`src/rtl/tdscan_pkg.sv`:
```
// Shared types and constants for the template delimiter scanner.
package tdscan_pkg;

    localparam logic [7:0] CH_OPEN  = 8'h7B;
    localparam logic [7:0] CH_CLOSE = 8'h7D;
    localparam logic [7:0] CH_EQ    = 8'h3D;
    localparam logic [7:0] CH_HASH  = 8'h23;
    localparam logic [7:0] CH_BSL   = 8'h5C;

    localparam int unsigned MAX_RESULTS = 3;

    typedef enum logic [3:0] {
        MODE_TEXT    = 4'b0001,
        MODE_SCRIPT  = 4'b0010,
        MODE_ECHO    = 4'b0100,
        MODE_COMMENT = 4'b1000
    } mode_t;

    typedef enum logic [2:0] {
        KIND_TEXT   = 3'd0,
        KIND_SCRIPT = 3'd1,
        KIND_ECHO   = 3'd2,
        KIND_SEND   = 3'd3,
        KIND_EEND   = 3'd4,
        KIND_STREAM = 3'd5
    } kind_t;

    typedef struct packed {
        logic [7:0] ch;
        kind_t      kind;
    } result_t;

    // Results caused by one input byte, in order, plus how many are valid.
    typedef struct packed {
        logic [1:0]                  count;
        result_t [MAX_RESULTS-1:0]   items;
    } bundle_t;

    // Character that a mode holds for lookahead.
    function automatic logic [7:0] held_char(mode_t m);
        logic [7:0] ch;
        case (m)
            MODE_TEXT:    ch = CH_OPEN;
            MODE_SCRIPT:  ch = CH_CLOSE;
            MODE_ECHO:    ch = CH_EQ;
            MODE_COMMENT: ch = CH_HASH;
            default:      ch = CH_OPEN;
        endcase
        return ch;
    endfunction

endpackage

```
`src/rtl/tdscan_core.sv`:
```
// Delimiter scan logic: mode and lookahead state, results for one byte.
module tdscan_core (
    input  logic                aclk,
    input  logic                aresetn,
    input  logic                accept,
    input  logic [7:0]          in_char,
    input  logic                is_final,
    output tdscan_pkg::bundle_t bundle
);
    import tdscan_pkg::*;

    mode_t   mode_reg, mode_next;
    logic    held_reg, held_next;
    logic    do_fresh;
    logic    [7:0] hc;
    bundle_t b;

    function automatic bundle_t push(bundle_t bi, logic [7:0] ch, kind_t k);
        bundle_t r;
        r = bi;
        if (bi.count != 2'd3) begin
            r.items[bi.count].ch   = ch;
            r.items[bi.count].kind = k;
            r.count                = bi.count + 2'd1;
        end
        return r;
    endfunction

    // Emit a byte of the given mode; comment mode drops it.
    function automatic bundle_t push_mode(bundle_t bi, logic [7:0] ch, mode_t m);
        bundle_t r;
        r = bi;
        case (m)
            MODE_TEXT:   r = push(bi, ch, KIND_TEXT);
            MODE_SCRIPT: r = push(bi, ch, KIND_SCRIPT);
            MODE_ECHO:   r = push(bi, ch, KIND_ECHO);
            default:     r = bi;
        endcase
        return r;
    endfunction

    always_comb begin
        mode_next = mode_reg;
        held_next = held_reg;
        b         = '0;
        hc        = held_char(mode_reg);
        do_fresh  = !held_reg;

        if (held_reg) begin
            held_next = 1'b0;
            if (mode_reg == MODE_TEXT && in_char == CH_OPEN) begin
                mode_next = MODE_SCRIPT;
            end else if (mode_reg == MODE_TEXT && in_char == CH_EQ) begin
                mode_next = MODE_ECHO;
            end else if (mode_reg == MODE_TEXT && in_char == CH_HASH) begin
                mode_next = MODE_COMMENT;
            end else if (mode_reg != MODE_TEXT && in_char == CH_CLOSE) begin
                if (mode_reg == MODE_SCRIPT) begin
                    b = push(b, 8'h00, KIND_SEND);
                end else if (mode_reg == MODE_ECHO) begin
                    b = push(b, 8'h00, KIND_EEND);
                end
                mode_next = MODE_TEXT;
            end else begin
                // Release the held character; a backslash is consumed here.
                b        = push_mode(b, hc, mode_reg);
                do_fresh = (in_char != CH_BSL);
            end
        end

        if (do_fresh) begin
            if (in_char == hc) begin
                held_next = 1'b1;
            end else begin
                b = push_mode(b, in_char, mode_reg);
            end
        end

        if (is_final) begin
            if (held_next) begin
                b = push_mode(b, held_char(mode_next), mode_next);
            end
            b         = push(b, 8'h00, KIND_STREAM);
            mode_next = MODE_TEXT;
            held_next = 1'b0;
        end
    end

    always_ff @(posedge aclk) begin
        if (!aresetn) begin
            mode_reg <= MODE_TEXT;
            held_reg <= 1'b0;
        end else if (accept) begin
            mode_reg <= mode_next;
            held_reg <= held_next;
        end
    end

    assign bundle = b;

endmodule

```
`src/rtl/tdscan_out.sv`:
```
// Result register: holds one byte's results and hands them out one per cycle while m_ready is high.
module tdscan_out (
    input  logic                aclk,
    input  logic                aresetn,
    input  logic                load,
    input  tdscan_pkg::bundle_t bundle,
    output logic                free,
    output logic                m_valid,
    input  logic                m_ready,
    output logic [7:0]          m_out_char,
    output logic [2:0]          m_kind,
    output logic                m_run_last
);
    import tdscan_pkg::*;

    bundle_t    bundle_reg;
    logic [1:0] idx_reg;
    logic       valid_reg;
    logic       last;
    logic [1:0] last_idx;
    result_t    cur;

    assign last_idx = bundle_reg.count - 2'd1;
    assign last     = (idx_reg == last_idx);
    assign cur      = bundle_reg.items[idx_reg];

    // Free when empty, or when the final result leaves this cycle.
    assign free = !valid_reg || (m_ready && last);

    always_ff @(posedge aclk) begin
        if (!aresetn) begin
            valid_reg <= 1'b0;
            idx_reg   <= 2'd0;
        end else if (load && bundle.count != 2'd0) begin
            valid_reg <= 1'b1;
            idx_reg   <= 2'd0;
        end else if (valid_reg && m_ready) begin
            if (last) begin
                valid_reg <= 1'b0;
            end else begin
                idx_reg <= idx_reg + 2'd1;
            end
        end
    end

    always_ff @(posedge aclk) begin
        if (load && bundle.count != 2'd0) begin
            bundle_reg <= bundle;
        end
    end

    assign m_valid    = valid_reg;
    assign m_out_char = cur.ch;
    assign m_kind     = cur.kind;
    assign m_run_last = last;

endmodule

```
`src/rtl/template_delimiter_scanner.sv`:
```
// Latency: first result of a byte appears the cycle after its transfer.
// Throughput: one byte per cycle while each byte yields at most one result and m_ready is high;
// a byte that yields several results holds the input until the result register hands out its last one.
// Bytes yielding no result are taken without loading the result register and present nothing.
// Reset (aresetn low, synchronous): text mode, nothing held, result register empty.
module template_delimiter_scanner (
    input  logic       aclk,
    input  logic       aresetn,
    input  logic       s_valid,
    output logic       s_ready,
    input  logic [7:0] s_in_char,
    input  logic       s_is_final,
    output logic       m_valid,
    input  logic       m_ready,
    output logic [7:0] m_out_char,
    output logic [2:0] m_kind,
    output logic       m_run_last
);
    import tdscan_pkg::*;

    bundle_t bundle;
    logic    free;
    logic    accept;

    assign s_ready = free;
    assign accept  = s_valid && free;

    tdscan_core u_core (
        .aclk     (aclk),
        .aresetn  (aresetn),
        .accept   (accept),
        .in_char  (s_in_char),
        .is_final (s_is_final),
        .bundle   (bundle)
    );

    tdscan_out u_out (
        .aclk       (aclk),
        .aresetn    (aresetn),
        .load       (accept),
        .bundle     (bundle),
        .free       (free),
        .m_valid    (m_valid),
        .m_ready    (m_ready),
        .m_out_char (m_out_char),
        .m_kind     (m_kind),
        .m_run_last (m_run_last)
    );

endmodule

```
`config.mk`:
```
export PLATFORM = sky130hd
export DESIGN_NAME = template_delimiter_scanner
export DESIGN_NICKNAME = d
export VERILOG_FILES = /design/src/rtl/tdscan_pkg.sv /design/src/rtl/tdscan_core.sv /design/src/rtl/tdscan_out.sv /design/src/rtl/template_delimiter_scanner.sv
export SDC_FILE = /design/constraint.sdc
export NUM_CORES = 1
export LEC_CHECK = 0
export BUFFER_PORTS_ARGS = -buffer_cell sky130_fd_sc_hd__buf_4
export CAP_MARGIN = 0
export CELL_PAD_IN_SITES_DETAIL_PLACEMENT = 1
export CELL_PAD_IN_SITES_GLOBAL_PLACEMENT = 1
export CORE_UTILIZATION = 29
export CTS_CLUSTER_DIAMETER = 60
export DETAILED_ROUTE_END_ITERATION = 10
export PLACE_DENSITY = 0.66
export SLEW_MARGIN = 20
export SYNTH_ARGS = -nofsm -noshare
export SYNTH_HDL_FRONTEND = slang
export SYNTH_SLANG_ARGS = --single-unit
```
`constraint.sdc`:
```
create_clock -name aclk -period 3.95 [get_ports aclk]
set_input_delay 0.395 -clock aclk [delete_from_list [all_inputs] [get_ports aclk]]
set_output_delay 0.395 -clock aclk [all_outputs]
set_load 0.05 [all_outputs]
```
==> impl_metrics.toml <==
[worst_setup_path]
crit_type = "reg2reg"
startpoint_type = "register"
cp_data_required_time_ns = 4.08
arrival_ns = 3.44
worst-path-max-fanout = 15
crit_path_end_kind = "register"

[floorplan]
io-pin-count = 27
core_um2 = 8220
die_area_um2 = 8820
initial_core_util_pct = 29.8
die_height_um = 93.9
num_rows = 33
die_x_um = 93.9

[cts]
postCtsHoldBufs = 0
cts_root_buf = "clkbuf_8"
cts_made_buffers = 5
clockBufferDepth = 2
path_clk_slew_ns = 0.08
cts_max_level = 2
insertion_delay_ns = 0.29
cts_setup_buffers = 0
cts_tree = "done"
post_cts_resized = 0
cts.sinks = 40

[sta]
relSlewSlack_pct = 41.9
finClkSkew_ns = 0.00272
rsz0062_at_grt = "no"
slew_violations = 0
min_period_ns = 3.31
fmax_mhz = 302
setup_tns_ns = 0
finalSetupViolations = 0
max_slew.worst_pin.slew_ns = 0.865
fin_crit_sh_pct = 83.8
hold_viol_final = 0

[synth]
synthesis.area_um2 = 2450
ys_ff_latch = 40
yosys-top-cells-area = "edfxtp_1, dfxtp_1, mux2i_1"
yosysWarnings = 0
synth_cell_types = 52
synth_cells = 251
synth.area.mux_share_pct = 5.77
synthXorXnorAreaFrac_pct = 2.50
synth_adder_area_share_pct = 0
synth_top_family_by_area = "simple AND/OR/NAND/NOR gates"
synth-compound-area-share_pct = 17.2
synth_flop_cell = "edfxtp_1"
yosysSeqAreaShare_pct = 45.7
synth_edf_count = 32
yosys.area_share.simple_pct = 25.4
syn_avg_cell_area_um2 = 9.77
synth_top_cell_by_area = "edfxtp_1"
yosysMostFrequentCell = "edfxtp_1"
synthTopCellsByCount = "edfxtp_1, nand2_1, nor2_1"
async_flop_share_pct = 0
synth.top_cell.area_share_pct = 39.2

[detailed_routing]
wl_per_cell_um = 15.7
routed_via_density = 5.13
route.vias.total = 1966
wl_met1_um = 2900
routed.top_layer = "met4"
routed_wl_um = 6010
drt_drc_violations_left = 0
wl_met3_um = 158
first_pass_iters = 4
met2_length_um = 2860
drt_iter0_drc = 80
ant_nets = 0

[power_and_ir_drop]
vdd_drop_max_mv = 0.127
p_leak_uw = 0.00105
cellPowerDensity_nw_per_um2 = 334

[placement]
dp_cells = 375
dpl.hpwl_um = 4580
place_congestion = 0.837
portBuffers = 26

[grt]
grt_pass1_vias = 2009
track_usage_pct = 15.0
grt_pass1_wl_um = 10200
grt_max_degree = 33
antenna_found_initial = 0
grt-ovfl-total = 0

[cells_and_area]
fin_cells = 383
antennaDiodeCount = 0
largest_reg_flops = 32
area_delta_synth_final_pct = 17.3
drive_above_1_share_pct = 17.6
num-nets-final = 290

[hold_path]
min_path_type = "in2reg"

[status]
status = "finished clean"

[job]
maxCapViolCount = 0
-- layout by cell type, fill, tap and decap left out, types with 8 or more instances in the layout --
cell type	count
nor3_1	8
nand2_1	23
nor2b_1	9
o21ai_0	15
dfxtp_1	8
a21oi_1	10
buf_4	30
nor2_1	17
and3_1	8
edfxtp_1	32
mux2i_1	13
and2_1	9
-- cell families after synthesis --
group           count (synthesis)
compound gates                 60
xor+xnor                        7
buf+inv                        20
flops                          40
mux                            14
other cells                     1
simple gates                  109
-- final cells by class --
class                   instances  area (um^2)
fillers                       944         5340
multi-input cells             196         1270
flip-flops and latches         40         1120
repair buffers                 30          225
well taps                     105          131
clock buffers                   5         68.8
clock inverters                 3         42.5
inverters                       4         15.0
-- critical path: stages, from the launching register on --
cell and delay (ns):
dfxtp_1 0.63, or3b_2 0.49, a211oi_1 0.26, nor3_1 0.13
o21ai_1 0.45, mux2i_1 0.52, nor3b_2 0.48, o2bb2ai_1 0.20
-- power breakdown --
part	internal (uW)	switching [uW]	leakage [uW]
Clock	187	143	0.0000541
Combinational	46.1	96.5	0.000622
Sequential	480	6.22	0.000379
Total	713	246	0.00105
-- per-layer routing --
layer,up-vias,global-route usage (%)
met5,-,0
met4,0,5.13
met3,9,2.10
met2,29,24.9
met1,945,19.8
li1,983,-
-- stage by stage --
step / util (%) / power, uW / hold WS (ns) / area (um^2) / setup slack (ns)
final: 35.0 / 959 / 0.324 / 2870 / 0.639
after floorplan: - / 592 / 0.457 / 2470 / 0.466
after detailed placement: 33.6 / 640 / 0.584 / 2760 / 0.683
after global placement: 33.6 / 638 / 0.572 / 2760 / 0.874
after CTS: 35.0 / 969 / 0.322 / 2870 / 0.659
after global routing: 35.0 / 1000 / 0.338 / 2870 / 0.344
-- path summary, 6_finish.rpt --
kind	startpoint	endpoint	slack [ns]	depth (start not counted)
worst min-delay path	aresetn	u_core.mode_reg[0]$_SDFFE_PN1P_	0.32	2
worst min register to register	u_core.held_reg$_SDFFE_PN0P_	u_core.held_reg$_SDFFE_PN0P_	0.60	2
worst max-delay path	u_core.mode_reg[2]$_SDFFE_PN0P_	u_out.bundle_reg[1]$_DFFE_PP_	0.64	7
worst max register to register	u_core.mode_reg[2]$_SDFFE_PN0P_	u_out.bundle_reg[1]$_DFFE_PP_	0.64	7
Power figures use the tool's default switching activity.
